### config.mk
export PLATFORM = sky130hd
export DESIGN_NAME = crc8_command_frame_receiver_flat
export DESIGN_NICKNAME = d
export VERILOG_FILES = /design/src/design/c8cfr_pkg.sv /design/src/design/c8cfr_req_if.sv /design/src/design/c8cfr_rsp_if.sv /design/src/design/c8cfr_csr.sv /design/src/design/c8cfr_crc.sv /design/src/design/c8cfr_frame.sv /design/src/design/crc8_command_frame_receiver.sv /design/src/flat_wrapper.sv
export SDC_FILE = /design/constraint.sdc
export NUM_CORES = 1
export LEC_CHECK = 0
export BUFFER_PORTS_ARGS = -buffer_cell sky130_fd_sc_hd__buf_2
export CAP_MARGIN = 20
export CORE_MARGIN = 8
export CORE_UTILIZATION = 45
export DETAILED_ROUTE_END_ITERATION = 12
export GPL_TIMING_DRIVEN = 1
export HOLD_SLACK_MARGIN = 0.12
export PLACE_DENSITY_LB_ADDON = 0.1
export SYNTH_ARGS = -nofsm -noshare
export SYNTH_HDL_FRONTEND = slang
export SYNTH_SLANG_ARGS = --single-unit
### constraint.sdc
create_clock -name clock -period 4.1 [get_ports clock]
set_input_delay 0.615 -clock clock [delete_from_list [all_inputs] [get_ports clock]]
set_output_delay 0.615 -clock clock [all_outputs]
set_load 0.1 [all_outputs]
### src/design/c8cfr_pkg.sv
// shared types, constants and codes of the crc-8 command frame receiver
`default_nettype none
package c8cfr_pkg;

   localparam int FRAME_BYTES = 6;
   localparam int POS_W = 3;
   localparam logic [POS_W-1:0] LAST_POS = POS_W'(FRAME_BYTES - 1);
   localparam logic [POS_W-1:0] ADDR_POS = POS_W'(2);
   localparam logic [POS_W-1:0] CMD_POS = POS_W'(3);
   localparam logic [POS_W-1:0] HUNT_POS = POS_W'(0);

   localparam logic [7:0] CRC_POLY = 8'h1D;

   localparam logic [7:0] SYNC_BYTE_RESET = 8'h7E;
   localparam logic [7:0] NODE_ADDRESS_RESET = 8'h04;
   localparam logic [7:0] CRC_PRESET_RESET = 8'hFF;

   typedef enum logic [1:0] {
      CSR_SYNC_BYTE    = 2'd0,
      CSR_NODE_ADDRESS = 2'd1,
      CSR_CRC_PRESET   = 2'd2
   } csr_index_type;

   typedef enum logic [7:0] {
      CMD_BACK    = 8'h00,
      CMD_RIGHT   = 8'h01,
      CMD_LEFT    = 8'h02,
      CMD_FORWARD = 8'h03,
      CMD_STOP    = 8'h04
   } command_type;

   typedef enum logic [2:0] {
      ACT_NONE    = 3'd0,
      ACT_BACK    = 3'd1,
      ACT_RIGHT   = 3'd2,
      ACT_LEFT    = 3'd3,
      ACT_FORWARD = 3'd4,
      ACT_STOP    = 3'd5
   } action_type;

   typedef struct packed {
      logic [7:0] sync_byte;
      logic [7:0] node_address;
      logic [7:0] crc_preset;
   } cfg_type;

   typedef struct packed {
      logic       frame_done;
      logic       crc_ok;
      logic       for_this_node;
      action_type action;
   } result_type;

endpackage
`default_nettype wire

### src/design/c8cfr_req_if.sv
// input byte channel of the frame receiver
`default_nettype none
interface c8cfr_req_if;
   logic       valid;
   logic       ready;
   logic [7:0] rx_byte;

   modport source (output valid, output rx_byte, input ready);
   modport sink (input valid, input rx_byte, output ready);
endinterface
`default_nettype wire

### src/design/c8cfr_rsp_if.sv
// result channel of the frame receiver
`default_nettype none
interface c8cfr_rsp_if;
   logic       valid;
   logic       ready;
   logic       frame_done;
   logic       crc_ok;
   logic       for_this_node;
   logic [2:0] action;

   modport source (output valid, output frame_done, output crc_ok, output for_this_node,
                   output action, input ready);
   modport sink (input valid, input frame_done, input crc_ok, input for_this_node,
                 input action, output ready);
endinterface
`default_nettype wire

### src/design/c8cfr_csr.sv
// configuration registers of the frame receiver
`default_nettype none
module c8cfr_csr (
   input  wire logic                 clock,
   input  wire logic                 reset,
   input  wire logic                 csr_we,
   input  wire logic [1:0]           csr_index,
   input  wire logic [7:0]           csr_wdata,
   output c8cfr_pkg::cfg_type        cfg
);

   c8cfr_pkg::cfg_type cfg_ff;
   c8cfr_pkg::cfg_type cfg_in;

   always_comb begin
      cfg_in = cfg_ff;
      if (csr_we) begin
         unique case (c8cfr_pkg::csr_index_type'(csr_index))
            c8cfr_pkg::CSR_SYNC_BYTE:    cfg_in.sync_byte = csr_wdata;
            c8cfr_pkg::CSR_NODE_ADDRESS: cfg_in.node_address = csr_wdata;
            c8cfr_pkg::CSR_CRC_PRESET:   cfg_in.crc_preset = csr_wdata;
            default: ;
         endcase
      end
   end

   always_ff @(posedge clock) begin
      if (reset) begin
         cfg_ff.sync_byte    <= c8cfr_pkg::SYNC_BYTE_RESET;
         cfg_ff.node_address <= c8cfr_pkg::NODE_ADDRESS_RESET;
         cfg_ff.crc_preset   <= c8cfr_pkg::CRC_PRESET_RESET;
      end else begin
         cfg_ff <= cfg_in;
      end
   end

   assign cfg = cfg_ff;

endmodule
`default_nettype wire

### src/design/c8cfr_crc.sv
// one-byte msb-first crc-8 update, unrolled over the eight bits
`default_nettype none
module c8cfr_crc (
   input  wire logic [7:0] crc_cur,
   input  wire logic [7:0] data,
   output logic      [7:0] crc_next
);

   always_comb begin
      logic [7:0] c;
      c = crc_cur ^ data;
      for (int b = 0; b < 8; b++) begin
         if (c[7]) c = {c[6:0], 1'b0} ^ c8cfr_pkg::CRC_POLY;
         else      c = {c[6:0], 1'b0};
      end
      crc_next = c;
   end

endmodule
`default_nettype wire

### src/design/c8cfr_frame.sv
// frame tracking state, check and decode, and the result register
`default_nettype none
module c8cfr_frame (
   input  wire logic                  clock,
   input  wire logic                  reset,
   input  wire c8cfr_pkg::cfg_type    cfg,
   input  wire logic                  in_valid,
   input  wire logic [7:0]            in_byte,
   output logic                       in_ready,
   output logic                       out_valid,
   input  wire logic                  out_ready,
   output c8cfr_pkg::result_type      out_result
);

   logic [c8cfr_pkg::POS_W-1:0] pos_ff, pos_in;
   logic [7:0] crc_ff, crc_in;
   logic [7:0] addr_ff, addr_in;
   logic [7:0] cmd_ff, cmd_in;
   logic       valid_ff, valid_in;
   c8cfr_pkg::result_type result_ff, result_in;

   logic       accept;
   logic [7:0] crc_seed;
   logic [7:0] crc_next;
   c8cfr_pkg::action_type decoded;

   assign in_ready = !valid_ff || out_ready;
   assign accept = in_valid && in_ready;

   // the sync byte starts from the preset, later bytes from the running crc
   assign crc_seed = (pos_ff == c8cfr_pkg::HUNT_POS) ? cfg.crc_preset : crc_ff;

   c8cfr_crc u_crc (
      .crc_cur  (crc_seed),
      .data     (in_byte),
      .crc_next (crc_next)
   );

   always_comb begin
      unique case (c8cfr_pkg::command_type'(cmd_ff))
         c8cfr_pkg::CMD_BACK:    decoded = c8cfr_pkg::ACT_BACK;
         c8cfr_pkg::CMD_RIGHT:   decoded = c8cfr_pkg::ACT_RIGHT;
         c8cfr_pkg::CMD_LEFT:    decoded = c8cfr_pkg::ACT_LEFT;
         c8cfr_pkg::CMD_FORWARD: decoded = c8cfr_pkg::ACT_FORWARD;
         c8cfr_pkg::CMD_STOP:    decoded = c8cfr_pkg::ACT_STOP;
         default:                decoded = c8cfr_pkg::ACT_NONE;
      endcase
   end

   always_comb begin
      pos_in    = pos_ff;
      crc_in    = crc_ff;
      addr_in   = addr_ff;
      cmd_in    = cmd_ff;
      result_in = result_ff;
      valid_in  = valid_ff;
      if (out_ready) valid_in = 1'b0;
      if (accept) begin
         valid_in = 1'b1;
         result_in.frame_done    = 1'b0;
         result_in.crc_ok        = 1'b0;
         result_in.for_this_node = 1'b0;
         result_in.action        = c8cfr_pkg::ACT_NONE;
         if (pos_ff == c8cfr_pkg::HUNT_POS) begin
            if (in_byte == cfg.sync_byte) begin
               crc_in  = crc_next;
               addr_in = 8'h00;
               cmd_in  = 8'h00;
               pos_in  = c8cfr_pkg::POS_W'(1);
            end
         end else if (pos_ff >= c8cfr_pkg::LAST_POS) begin
            // check byte
            result_in.frame_done    = 1'b1;
            result_in.crc_ok        = (crc_ff == in_byte);
            result_in.for_this_node = (addr_ff == cfg.node_address);
            if ((crc_ff == in_byte) && (addr_ff == cfg.node_address))
               result_in.action = decoded;
            pos_in = c8cfr_pkg::HUNT_POS;
         end else begin
            if (pos_ff == c8cfr_pkg::ADDR_POS) addr_in = in_byte;
            if (pos_ff == c8cfr_pkg::CMD_POS) cmd_in = in_byte;
            crc_in = crc_next;
            pos_in = pos_ff + c8cfr_pkg::POS_W'(1);
         end
      end
   end

   always_ff @(posedge clock) begin
      if (reset) begin
         pos_ff   <= c8cfr_pkg::HUNT_POS;
         crc_ff   <= c8cfr_pkg::CRC_PRESET_RESET;
         addr_ff  <= 8'h00;
         cmd_ff   <= 8'h00;
         valid_ff <= 1'b0;
      end else begin
         pos_ff   <= pos_in;
         crc_ff   <= crc_in;
         addr_ff  <= addr_in;
         cmd_ff   <= cmd_in;
         valid_ff <= valid_in;
      end
   end

   always_ff @(posedge clock) begin
      result_ff <= result_in;
   end

   assign out_valid  = valid_ff;
   assign out_result = result_ff;

endmodule
`default_nettype wire

### src/design/crc8_command_frame_receiver.sv
// top level of the crc-8 command frame receiver
// Usage:
//   req_bus carries one received byte per beat. The block hunts for the sync
//   byte, then collects a frame of FRAME_BYTES bytes; the running crc-8
//   (poly 0x1d, msb first, preset from csr) covers all but the last byte,
//   which is the check byte.
//   rsp_bus returns exactly one result beat for every request beat: frame_done,
//   crc_ok, for_this_node and action are all zero unless that byte closed a
//   frame. The action is decoded only for a frame with good crc and our address.
//   The result beat is registered and offered the cycle after its request beat;
//   throughput is one byte per cycle unless rsp_bus stalls, set by the
//   combinational unrolled crc update between the frame state and result registers.
//   req_bus.ready is high while the result register is empty or being taken,
//   so a stalled receiver on rsp_bus holds one result and then stalls req_bus.
//   The csr port writes sync_byte (0), node_address (1) and crc_preset (2);
//   other indexes are ignored. Write only while idle.
//   Synchronous reset restores register defaults (0x7e, 0x04, 0xff), returns
//   to sync hunting and empties the result register.
`default_nettype none
module crc8_command_frame_receiver (
   input  wire logic       clock,
   input  wire logic       reset,
   c8cfr_req_if.sink       req_bus,
   c8cfr_rsp_if.source     rsp_bus,
   input  wire logic       csr_we,
   input  wire logic [1:0] csr_index,
   input  wire logic [7:0] csr_wdata
);

   c8cfr_pkg::cfg_type    cfg;
   c8cfr_pkg::result_type result;
   logic                  in_ready;
   logic                  out_valid;

   c8cfr_csr u_csr (
      .clock     (clock),
      .reset     (reset),
      .csr_we    (csr_we),
      .csr_index (csr_index),
      .csr_wdata (csr_wdata),
      .cfg       (cfg)
   );

   c8cfr_frame u_frame (
      .clock      (clock),
      .reset      (reset),
      .cfg        (cfg),
      .in_valid   (req_bus.valid),
      .in_byte    (req_bus.rx_byte),
      .in_ready   (in_ready),
      .out_valid  (out_valid),
      .out_ready  (rsp_bus.ready),
      .out_result (result)
   );

   assign req_bus.ready         = in_ready;
   assign rsp_bus.valid         = out_valid;
   assign rsp_bus.frame_done    = result.frame_done;
   assign rsp_bus.crc_ok        = result.crc_ok;
   assign rsp_bus.for_this_node = result.for_this_node;
   assign rsp_bus.action        = result.action;

endmodule
`default_nettype wire

### src/flat_wrapper.sv
// flat-port wrapper written by rule: the top's interface ports become plain ports
module crc8_command_frame_receiver_flat 
  (clock, reset, csr_we, csr_index, csr_wdata, req_bus_valid, req_bus_rx_byte, req_bus_ready, rsp_bus_valid, rsp_bus_frame_done, rsp_bus_crc_ok, rsp_bus_for_this_node, rsp_bus_action, rsp_bus_ready);
  c8cfr_req_if req_bus_i ();
  c8cfr_rsp_if rsp_bus_i ();
  input  wire logic clock;
  input  wire logic reset;
  input  wire logic csr_we;
  input  wire logic [1:0] csr_index;
  input  wire logic [7:0] csr_wdata;
  input wire logic [$bits(req_bus_i.valid)-1:0] req_bus_valid;
  input wire logic [$bits(req_bus_i.rx_byte)-1:0] req_bus_rx_byte;
  output wire logic [$bits(req_bus_i.ready)-1:0] req_bus_ready;
  output wire logic [$bits(rsp_bus_i.valid)-1:0] rsp_bus_valid;
  output wire logic [$bits(rsp_bus_i.frame_done)-1:0] rsp_bus_frame_done;
  output wire logic [$bits(rsp_bus_i.crc_ok)-1:0] rsp_bus_crc_ok;
  output wire logic [$bits(rsp_bus_i.for_this_node)-1:0] rsp_bus_for_this_node;
  output wire logic [$bits(rsp_bus_i.action)-1:0] rsp_bus_action;
  input wire logic [$bits(rsp_bus_i.ready)-1:0] rsp_bus_ready;
  assign req_bus_i.valid = req_bus_valid;
  assign req_bus_i.rx_byte = req_bus_rx_byte;
  assign req_bus_ready = req_bus_i.ready;
  assign rsp_bus_valid = rsp_bus_i.valid;
  assign rsp_bus_frame_done = rsp_bus_i.frame_done;
  assign rsp_bus_crc_ok = rsp_bus_i.crc_ok;
  assign rsp_bus_for_this_node = rsp_bus_i.for_this_node;
  assign rsp_bus_action = rsp_bus_i.action;
  assign rsp_bus_i.ready = rsp_bus_ready;
  crc8_command_frame_receiver u_core (.clock(clock), .reset(reset), .req_bus(req_bus_i), .rsp_bus(rsp_bus_i), .csr_we(csr_we), .csr_index(csr_index), .csr_wdata(csr_wdata));
endmodule
Yosys cells after proc, flatten, opt, wreduce, memory -nomap -nowiden
Index checks and enable logic that the tools add are counted.
{"block": "totals", "ff_bits": 58}
{"block": "classes", "n_addsub": 1, "reduce_logical": 19, "muxes": 27, "order_cmp": 1, "n_bitwise": 11, "eq_ne": 13}
{"cell": "8-bit two-way mux", "count": 11}
{"cell": "5-bit two-way mux", "count": 8}
{"cell": "4-bit inverter", "count": 8}
{"cell": "8-bit equality test", "count": 3}
{"cell": "8-bit by 2-bit equality test with 1-bit output (second input constant)", "count": 2}
{"cell": "3-bit one-hot mux with 5 select lines", "count": 1}
{"cell": "3-bit two-way mux", "count": 4}
{"cell": "8-bit by 1-bit equality test with 1-bit output (second input constant)", "count": 1}
{"cell": "8-bit by 3-bit equality test with 1-bit output (second input constant)", "count": 1}
{"cell": "8-bit zero test", "count": 1}
{"cell": "2-bit AND reduction", "count": 4}
{"cell": "4-bit AND reduction", "count": 2}
{"cell": "8-bit XOR", "count": 1}
{"cell": "3-bit by 2-bit equality test with 1-bit output (second input constant)", "count": 2}
{"cell": "6-bit two-way mux", "count": 1}
{"cell": "2-bit nonzero test", "count": 3}
{"cell": "3-bit by 1-bit adder with 3-bit output (second input constant)", "count": 1}
{"cell": "3-bit >= comparator (second input constant)", "count": 1}
{"cell": "3-bit zero test", "count": 1}
{"cell": "3-bit AND reduction", "count": 1}
{"cell": "3-bit OR reduction", "count": 1}
{"cell": "2-bit by 1-bit equality test with 1-bit output (second input constant)", "count": 1}
{"cell": "2-bit equality test (second input constant)", "count": 1}
{"cell": "1-bit logical AND", "count": 2}
{"cell": "other kinds (8)", "count": 10}

Longest topological paths before layout
Gate-level depths: netlist of the first run.
{"block": "depth", "depth_word": 21, "ltp_mapped": 9}

Modules after synthesis
Synthesis of the first run repeated with hierarchy kept, for this count alone.
{"block": "hier_totals", "hier_cells": 324, "hier_area_um2": 2981.6}
{"mod": "c8cfr_frame", "n_inst": 1, "area_each_um2": 1749.2, "cells_each": 201, "seq_area_each_um2": 740.7}
{"mod": "c8cfr_csr", "n_inst": 1, "area_each_um2": 992.2, "cells_each": 99, "seq_area_each_um2": 480.5}
{"mod": "c8cfr_crc", "n_inst": 1, "area_each_um2": 240.2, "cells_each": 24, "seq_area_each_um2": 0.0}

Worst setup path after synthesis of the first run
OpenSTA, ideal clock, no wires.
{"block": "synth_timing", "path_type": "register -> register", "from": "register u_core.u_frame.valid_ff (netlist: u_core.u_frame.out_valid)", "to": "register u_core.u_frame.cmd_ff[5]", "path_slack_ns": 1.014, "path_stages_with_launch": 8, "arrival_ns": 2.954, "required_time_ns": 3.968, "cell_sequence": "dfxtp_1 nand2b_1 nand2_1 inv_1 o211ai_1 nor2_1 nand3_1 a21oi_1"}
{"block": "synth_via", "elab_chain_len": 4}
{"element": "start, declared", "line": "c8cfr_frame.sv:19", "text": "logic valid_ff, valid_in;"}
{"element": "start signal, assigned", "line": "c8cfr_frame.sv:100", "text": "valid_ff <= valid_in;"}
{"element": "1-bit zero test", "line": "c8cfr_frame.sv:27", "text": "assign in_ready = !valid_ff || out_ready;"}
{"element": "1-bit logical OR", "line": "c8cfr_frame.sv:27"}
{"element": "via req_bus_ready", "line": "flat_wrapper.sv:13", "text": "output wire logic [$bits(req_bus_i.ready)-1:0] req_bus_ready;"}
{"element": "1-bit logical AND", "line": "c8cfr_frame.sv:28", "text": "assign accept = in_valid && in_ready;"}
{"element": "via u_core.u_frame.accept", "line": "c8cfr_frame.sv:22", "text": "logic accept;"}
{"element": "4-bit AND reduction (no line)"}
{"element": "end signal, assigned", "line": "c8cfr_frame.sv:99", "text": "cmd_ff <= cmd_in;"}
{"element": "end, declared", "line": "c8cfr_frame.sv:18", "text": "logic [7:0] cmd_ff, cmd_in;"}
The timed path passes the listed nets, and every way through them passes these cells.
A chain may end at the register's enable or synchronous reset.

Final worst setup path of the first run
{"block": "layout_timing", "from": "register u_core.u_frame.pos_ff[0] (netlist name)", "to": "register u_core.u_frame.crc_ff[2]"}
{"block": "layout_via", "elab_chain_len": 13, "elab_cells_between_ends": 22}
{"element": "start, declared", "line": "c8cfr_frame.sv:15", "text": "logic [c8cfr_pkg::POS_W-1:0] pos_ff, pos_in;"}
{"element": "start signal, assigned", "line": "c8cfr_frame.sv:90", "text": "pos_ff <= c8cfr_pkg::HUNT_POS;"}
{"element": "start signal, assigned", "line": "c8cfr_frame.sv:96", "text": "pos_ff <= pos_in;"}
{"element": "3-bit zero test", "line": "c8cfr_frame.sv:31, c8cfr_frame.sv:64"}
{"element": "8-bit two-way mux", "line": "c8cfr_frame.sv:31", "text": "assign crc_seed = (pos_ff == c8cfr_pkg::HUNT_POS) ? cfg.crc_preset : crc_ff;"}
{"element": "8-bit XOR", "line": "c8cfr_crc.sv:11", "text": "c = crc_cur ^ data;"}
{"element": "4-bit inverter (no line) / 5-bit two-way mux (equally long branches)"}
{"element": "5-bit two-way mux / 4-bit inverter (equally long branches)"}
{"element": "4-bit inverter (no line) / 5-bit two-way mux (equally long branches)"}
{"element": "5-bit two-way mux / 4-bit inverter (equally long branches)"}
{"element": "5-bit two-way mux", "line": "c8cfr_crc.sv:13", "text": "if (c[7]) c = {c[6:0], 1'b0} ^ c8cfr_pkg::CRC_POLY;"}
{"element": "5-bit two-way mux / 4-bit inverter (equally long branches)"}
{"element": "4-bit inverter (no line) / 5-bit two-way mux (equally long branches)"}
{"element": "5-bit two-way mux", "line": "c8cfr_crc.sv:13"}
{"element": "8-bit two-way mux, on equally long branches", "line": "c8cfr_frame.sv:71, c8cfr_frame.sv:65"}
{"element": "8-bit two-way mux", "line": "c8cfr_frame.sv:64", "text": "if (pos_ff == c8cfr_pkg::HUNT_POS) begin"}
{"element": "end signal, assigned", "line": "c8cfr_frame.sv:91", "text": "crc_ff <= c8cfr_pkg::CRC_PRESET_RESET;"}
{"element": "end signal, assigned", "line": "c8cfr_frame.sv:97", "text": "crc_ff <= crc_in;"}
{"element": "end, declared", "line": "c8cfr_frame.sv:16", "text": "logic [7:0] crc_ff, crc_in;"}
Several ways; a longest one is shown, not always the timed one. The select of a mux whose other input is x is not followed.

==> results of run 1 <==
[state kept, by name, summed over array words and instances (netlist names)]
signal and cells:
u_core.u_frame.crc_ff 8, u_core.u_frame.addr_ff 8, u_core.u_frame.cmd_ff 8, u_core.u_frame.out_valid 1
u_core.u_frame.pos_ff 3, u_core.u_frame.out_result 6, u_core.u_csr.cfg 24
[stage by stage]
stage	power [mW]	utilization [%]	hold WS (ns)	area [sq um]	setup slack, ns
6_report	1.320	51.72	0.4782	3228	1.401
5_1_grt	1.376	51.72	0.5032	3228	1.229
4_1_cts	1.334	51.72	0.4771	3228	1.434
3_5_place_dp	0.8087	48.60	0.4667	3033	1.465
3_3_place_gp	0.8080	48.60	0.4601	3033	1.524
2_1_floorplan	0.7667	-	0.4369	2869	1.014
[final cells by class]
cell class | instances | area, sq um | share of cell area, %
multi-input cells | 223 | 1524 | 47.21
flip-flops and latches | 58 | 1221 | 37.83
repair buffers | 32 | 165.2 | 5.116
clock buffers | 11 | 141.4 | 4.380
well taps | 77 | 96.34 | 2.984
clock inverters | 5 | 53.80 | 1.667
inverters | 7 | 26.28 | 0.8140
[worst max-delay path: stages, from the launching register on]
cell	delay (ns)
dfxtp_1	0.42
inv_1	0.11
ha_1	0.25
nand2b_1	0.45
mux2i_1	0.29
xnor2_1	0.21
xor2_1	0.29
xor3_1	0.47
o21ai_1	0.12
[power groups by stage]
| stage | Sequential, mW | Combinational [mW] | Clock, mW |
|---|---|---|---|
| 5_1_grt | 0.599 | 0.216 | 0.561 |
| 2_1_floorplan | 0.631 | 0.136 | 0 |
| 4_1_cts | 0.598 | 0.199 | 0.537 |
| 3_5_place_dp | 0.611 | 0.198 | 0 |
| 3_3_place_gp | 0.611 | 0.197 | 0 |
| 6_report | 0.598 | 0.198 | 0.524 |
[logic make-up (layout without fill, tap and decap cells)]
| kind of cell | Yosys count | after routing | synth area share [%] |
|---|---|---|---|
| DFF | 58 | 58 | 42.56 |
| xor gates and xnor gates | 49 | 49 | 16.53 |
| adders and majority gates | 4 | 4 | 1.745 |
| buffers and inverters | 29 | 55 | 4.318 |
| and+or+nand+nor | 99 | 99 | 17.10 |
| AOI/OAI and AO/OA | 54 | 54 | 11.82 |
| muxes | 17 | 17 | 5.931 |
[worst max path at each step]
stage                                     startpoint                               endpoint  slack [ns]  depth (start not counted)
6_report       u_core.u_frame.pos_ff[0]$_SDFFE_PP0P_  u_core.u_frame.crc_ff[2]$_SDFFE_PP1P_        1.40                          8
5_1_grt        u_core.u_frame.pos_ff[0]$_SDFFE_PP0P_  u_core.u_frame.crc_ff[2]$_SDFFE_PP1P_        1.23                          8
4_1_cts        u_core.u_frame.pos_ff[0]$_SDFFE_PP0P_  u_core.u_frame.crc_ff[2]$_SDFFE_PP1P_        1.43                          8
3_5_place_dp   u_core.u_frame.pos_ff[0]$_SDFFE_PP0P_  u_core.u_frame.crc_ff[2]$_SDFFE_PP1P_        1.46                          8
3_3_place_gp                           rsp_bus_ready  u_core.u_frame.cmd_ff[2]$_SDFFE_PP0P_        1.52                          8
2_1_floorplan  u_core.u_frame.out_valid$_SDFFE_PP0P_  u_core.u_frame.cmd_ff[5]$_SDFFE_PP0P_        1.01                          7
[placed cells by master, fill, tap and decap left out]
cell type	instances
inv_1	7
o21ai_0	11
xor2_2	1
ha_1	4
a22oi_1	13
buf_4	2
xnor2_2	3
nand2_1	18
and3b_1	1
clkbuf_1	1
nand3b_1	10
a211o_1	7
buf_2	30
clkbuf_8	10
o21a_1	2
clkinv_4	1
nand2b_1	3
xnor2_1	38
nor2b_1	6
nor2_1	33
nand4_1	9
nor4_1	1
edfxtp_1	6
nand3_1	9
nor2b_2	1
mux2i_1	17
a211oi_1	1
nor3_1	7
o211ai_1	1
xor2_1	6
bufinv_16	1
a21oi_1	17
dfxtp_1	52
nor3b_1	1
o21ai_1	2
clkinv_2	3
xor3_1	1
[layer usage]
metal / vias up / wire length (um) / global-route usage (%)
li1: 1101 / - / -
met1: 1032 / 3238 / 20.02
met2: 53 / 3148 / 26.69
met3: 11 / 343 / 3.744
met4: 0 / 158 / 8.835
met5: - / 0 / 0
==> summary.txt, run 1 <==
Hold path
  – Critical hold path startpoint: u_core.u_csr.cfg[7]$_SDFFE_PP1P_
  – Worst min path class: flip-flop to flip-flop
  – Hold path cells: 2
  – Worst Hold End: u_core.u_csr.cfg[7]$_SDFFE_PP1P_

Power
  – Cell Int Power: 963.5 uW
  – P_sw: 356.3 uW
  – Leakage: 1.276 nW
  – IR drop worst, VDD: 239.9 uV
  – Combinational power share: 15.0%
  – Switch share: 27.00%
  – Pwr dens: 408.8 nW/um^2
  – Sequential share of power: 45.3%
  – Clk network pwr share: 39.7%

Detailed routing
  – TritonRoute pass-1 iters: 4
  – Final antenna-violating net count: 0
  – DRT iter0 DRCs: 118
  – WL/cell: 16.68 um
  – Vias: 2197
  – Residual DRC count: 0
  – Routed wire length: 6888 um
  – Routed vias/inst: 5.320

Layout
  – Layout cells sized above 1: 15.48%
  – Fillers: 596
  – Final Non-Filler Cells: 413
  – Diode count: 0
  – Area delta synth->final: 12.52%
  – # nets final: 358

Synth
  – Ys Warns: 0
  – Count of cell types in the netlist: 32
  – Area contributors post-synth: dfxtp_1 36%, xnor2_1 12%, edfxtp_1 6.3%
  – Cells after synthesis: 310
  – Number of synthesized register bits: 58
  – Sequential fraction of the synthesis area: 42.56%
  – Synth async-reset ratio: 0%
  – Commonest cells in the netlist: 52 x dfxtp_1, 38 x xnor2_1, 33 x nor2_1, 20 x clkbuf_1, 18 x nand2_1
  – Ys flop type: dfxtp_1
  – Most frequent cell after synthesis: dfxtp_1
  – Top cell type's share of synthesized area: 36.28%
  – Post-synth EDFFs: 6
  – Syn Nets: 337
  – Area leader, netlist: dfxtp_1
  – Synthesized area per cell: 9.255 sq um
  – Cell Area, Synth: 2869 sq um

Run
  – Max_cap viols: 0

Timing
  – Worst Skew: 0.008295 ns
  – Period utilization: 65.84%
  – Final setup viols: 0
  – Slew headroom: 36.09%
  – Final number of hold-violating endpoints: 0
  – Final TNS setup: 0 ns
  – RSZ-0062 raised after global routing: false
  – Fin crit period: 2.699 ns
  – Max Freq: 0.3704 GHz
  – Worst-Margin Slew: 0.9586 ns
  – Max-slew violations: 0

Worst setup path
  – Worst reg2reg path endpoint: u_core.u_frame.crc_ff[2]$_SDFFE_PP1P_
  – CP Launch Type: flip-flop
  – CP max FO: 13
  – Reg-to-Reg Start: u_core.u_frame.pos_ff[0]$_SDFFE_PP0P_
  – CP Class: flip-flop to flip-flop
  – Required time of the critical path: 4.36 ns
  – Critical Path End Type: flip-flop
  – R2R setup slack: 1.40 ns
  – Worst EP arrival: 2.96 ns
  – R2R depth: 8

GRT
  – Number of global-route vias before repair: 2222
  – GRT overflow: 0
  – First-pass GRT wire length: 11320 um
  – Pin count of the biggest net entering global routing: 54
  – Initial antenna violation count: 0
  – GRT Util Overall: 16.51%

Placement
  – HPWL after DPL: 4929 um
  – Placed insts: 397
  – GPL Wtd Cong: 0.8282
  – I/O Buffers: 30

CTS
  – Clock Latency Late Sink: 0.34 ns
  – TritonCTS clock tree: yes
  – Post-CTS setup buffers: 0
  – TritonCTS Buffers: 9
  – PostCTS Resize Cnt: 0
  – CTS root buffer: clkbuf_8
  – H-Tree Depth: 3
  – Hold-fix buffers, CTS: 0
  – Clock Sink Count: 58
  – Clock transition at path regs: 0.07 ns
  – Clock Path Buffers: 2

Floorplanning
  – Die Area: 9186 sq um
  – Row Count: 29
  – Starting density of the core: 45.97%
  – Core ar.: 6241 sq um
  – Die H: 95.85 um
  – Die width: 95.85 um
  – Top Ports: 31

Outcome
  – Status: finished clean
No activity file was read; power rests on OpenSTA's default activity.
==> run 2, diff against run 1 <==
==> constraint.sdc (replaced) <==
create_clock -name clock -period 2.57 [get_ports clock]
set_input_delay 0.3855 -clock clock [delete_from_list [all_inputs] [get_ports clock]]
set_output_delay 0.3855 -clock clock [all_outputs]
set_load 0.1 [all_outputs]
==> run 2 against run 1 <==
Effect of this change:
- sequential power is 60% higher
- core utilization rose by 1.0 points
- sequential share of layout area down 0.71 points
- hold slack worse by 0.18 ns
- critical path depth is the same
==> summary.txt, run 2 (synthesis results as in run 1) <==
Layout
  – Core Util, Final: 52.77%
  – Number of flip-flops in the largest register: 24
  – Area delta synth->final: 14.78%
  – Diode count: 0
  – # nets final: 365
  – Commonest non-fill, non-tap cell in the layout: dfxtp_1
  – Most frequent cells in the layout: 51 x dfxtp_1, 38 x xnor2_1, 33 x nor2_1
  – Area of the multi-input gates: 1531 sq um
  – Fillers: 611
  – Layout cells sized above 1: 16.91%
  – Register area: 1222 sq um

CTS
  – Clock Sink Count: 58
  – TritonCTS Buffers: 9
  – CTS root buffer: clkbuf_8
  – TritonCTS clock tree: yes
  – H-Tree Depth: 3
  – Hold-fix buffers, CTS: 0
  – Clock transition at path regs: 0.06 ns
  – PostCTS Resize Cnt: 0
  – Post-CTS setup buffers: 0
  – Clock Latency Late Sink: 0.33 ns
  – Clock Path Buffers: 2

Detailed routing
  – Routed wire length: 6689 um
  – Residual DRC count: 0
  – Routed vias/inst: 5.300
  – Final antenna-violating net count: 0
  – Vias: 2226
  – DRT iter0 DRCs: 115
  – TritonRoute pass-1 iters: 4
  – WL/cell: 15.93 um

Floorplanning
  – Top Ports: 31
  – Die H: 95.85 um
  – Row Count: 29
  – Starting density of the core: 45.97%
  – Die Area: 9186 sq um
  – Core ar.: 6241 sq um
  – Die width: 95.85 um

GRT
  – GRT overflow: 0
  – First-pass GRT wire length: 11180 um
  – GR Util met2: 24.74%
  – Pin count of the biggest net entering global routing: 29
  – Top Usage Layer GRT: met2
  – Number of global-route vias before repair: 2223
  – Met1 Resource Use GR: 20.76%
  – GRT Util Overall: 16.03%
  – Initial antenna violation count: 0
  – M3 GR Usage: 3.822%

Worst setup path
  – Slowest CP cell: xor3_1
  – CP max FO: 6
  – R2R depth: 8
  – Buf/Inv on CP: 1
  – Crit path cell chain: inv_1 > ha_1 > nor2b_4 > mux2i_1 > xnor2_2 > xor2_1 > xor3_1 > o21ai_1
  – CP Launch Type: flip-flop
  – CP startpoint: u_core.u_frame.pos_ff[0]$_SDFFE_PP0P_
  – Critical Path End Type: flip-flop
  – CP Class: flip-flop to flip-flop
  – Slowest cell delay on critical path: 0.44 ns
  – Worst EP arrival: 2.61 ns
  – R2R setup slack: 0.22 ns
  – Reg-to-Reg Start: u_core.u_frame.pos_ff[0]$_SDFFE_PP0P_
  – Cell family with most CP delay: XOR/XNOR gates
  – Worst reg2reg path endpoint: u_core.u_frame.crc_ff[2]$_SDFFE_PP1P_
  – Required time of the critical path: 2.83 ns

Timing
  – Final number of hold-violating endpoints: 0
  – Final setup viols: 0
  – Worst-Margin Slew: 0.5526 ns
  – Hold_ws: 0.2947 ns
  – Worst Skew: 0.01228 ns
  – Slew headroom: 63.05%
  – Fin crit period: 2.350 ns
  – Period utilization: 91.45%
  – Final TNS setup: 0 ns
  – RSZ-0062 raised after global routing: false
  – Max-slew violations: 0
  – Max Freq: 0.4255 GHz

Power
  – P_sw: 536.1 uW
  – Sequential share of power: 45.2%
  – Pwr dens: 642.0 nW/um^2
  – Combinational power share: 15.2%
  – Clk network pwr share: 39.7%
  – Switch share: 25.36%
  – Cell Int Power: 1.578 mW
  – IR drop worst, VDD: 332.1 uV
  – Leakage: 1.315 nW

Hold path
  – Worst min path class: input port to flip-flop
  – Worst Hold End: u_core.u_frame.out_valid$_SDFFE_PP0P_
  – Critical hold path startpoint: req_bus_valid
  – Hold path cells: 3

Placement
  – GPL Wtd Cong: 0.8429
  – HPWL after DPL: 4970 um
  – I/O Buffers: 30

Outcome
  – Status: finished clean

Run
  – Max_cap viols: 0
[run 2: changes by cell type in the layout (fill, tap and decap cells not counted), sizes merged]
cell / before / now
clkinv: 4 / 1
buf: 32 / 39
clkbuf: 11 / 14
[run 2: metrics by stage]
stage               setup WS (ns)  std cells  area, sq um  total power, mW
detailed placement         0.1148        404         3089            1.296
finish                     0.2197        420         3293            2.114
global route              0.01689        420         3293            2.217
global placement           0.1945        404         3089            1.296
floorplan                  0.2392        310         2873            1.224
CTS                        0.1010        420         3288            2.140
[run 2: power groups by stage]
stage / registers [mW] / logic, mW / clock network (mW)
6_report: 0.955 / 0.321 / 0.839
5_1_grt: 0.957 / 0.351 / 0.909
4_1_cts: 0.954 / 0.323 / 0.863
3_5_place_dp: 0.974 / 0.321 / 0
3_3_place_gp: 0.974 / 0.322 / 0
2_1_floorplan: 1.01 / 0.217 / 0
[run 2: final cells by class]
class | count | area share [%]
clock inverter | 2 | 1.064
inverter | 7 | 0.7979
sequential | 58 | 37.12
clock buffer | 14 | 4.977
multi-input combinational | 223 | 46.50
timing repair buffer | 39 | 6.611
tap | 77 | 2.926
[run 2: worst register-to-register path: stages, from the launching register on]
cell	delay (ns)
dfxtp_1	0.36
inv_1	0.11
ha_1	0.24
nor2b_4	0.29
mux2i_1	0.30
xnor2_2	0.18
xor2_1	0.25
xor3_1	0.44
o21ai_1	0.12
[run 2: layer usage]
layer | wire length (um) | part of all wire [%]
met1 | 3178 | 48
met2 | 2979 | 45
met3 | 423 | 6.3
met4 | 108 | 1.6
met5 | 0 | 0
[run 2: worst max-delay path by stage]
| stage | end | slack, ns | depth (start not counted) |
|---|---|---|---|
| floorplan | u_core.u_frame.cmd_ff[0]$_SDFFE_PP0P_ | 0.24 | 7 |
| detailed placement | u_core.u_frame.crc_ff[2]$_SDFFE_PP1P_ | 0.11 | 8 |
| finish | u_core.u_frame.crc_ff[2]$_SDFFE_PP1P_ | 0.22 | 8 |
| CTS | u_core.u_frame.crc_ff[2]$_SDFFE_PP1P_ | 0.10 | 8 |
| global placement | u_core.u_frame.crc_ff[2]$_SDFFE_PP1P_ | 0.19 | 8 |
| global route | u_core.u_frame.crc_ff[2]$_SDFFE_PP1P_ | 0.02 | 8 |
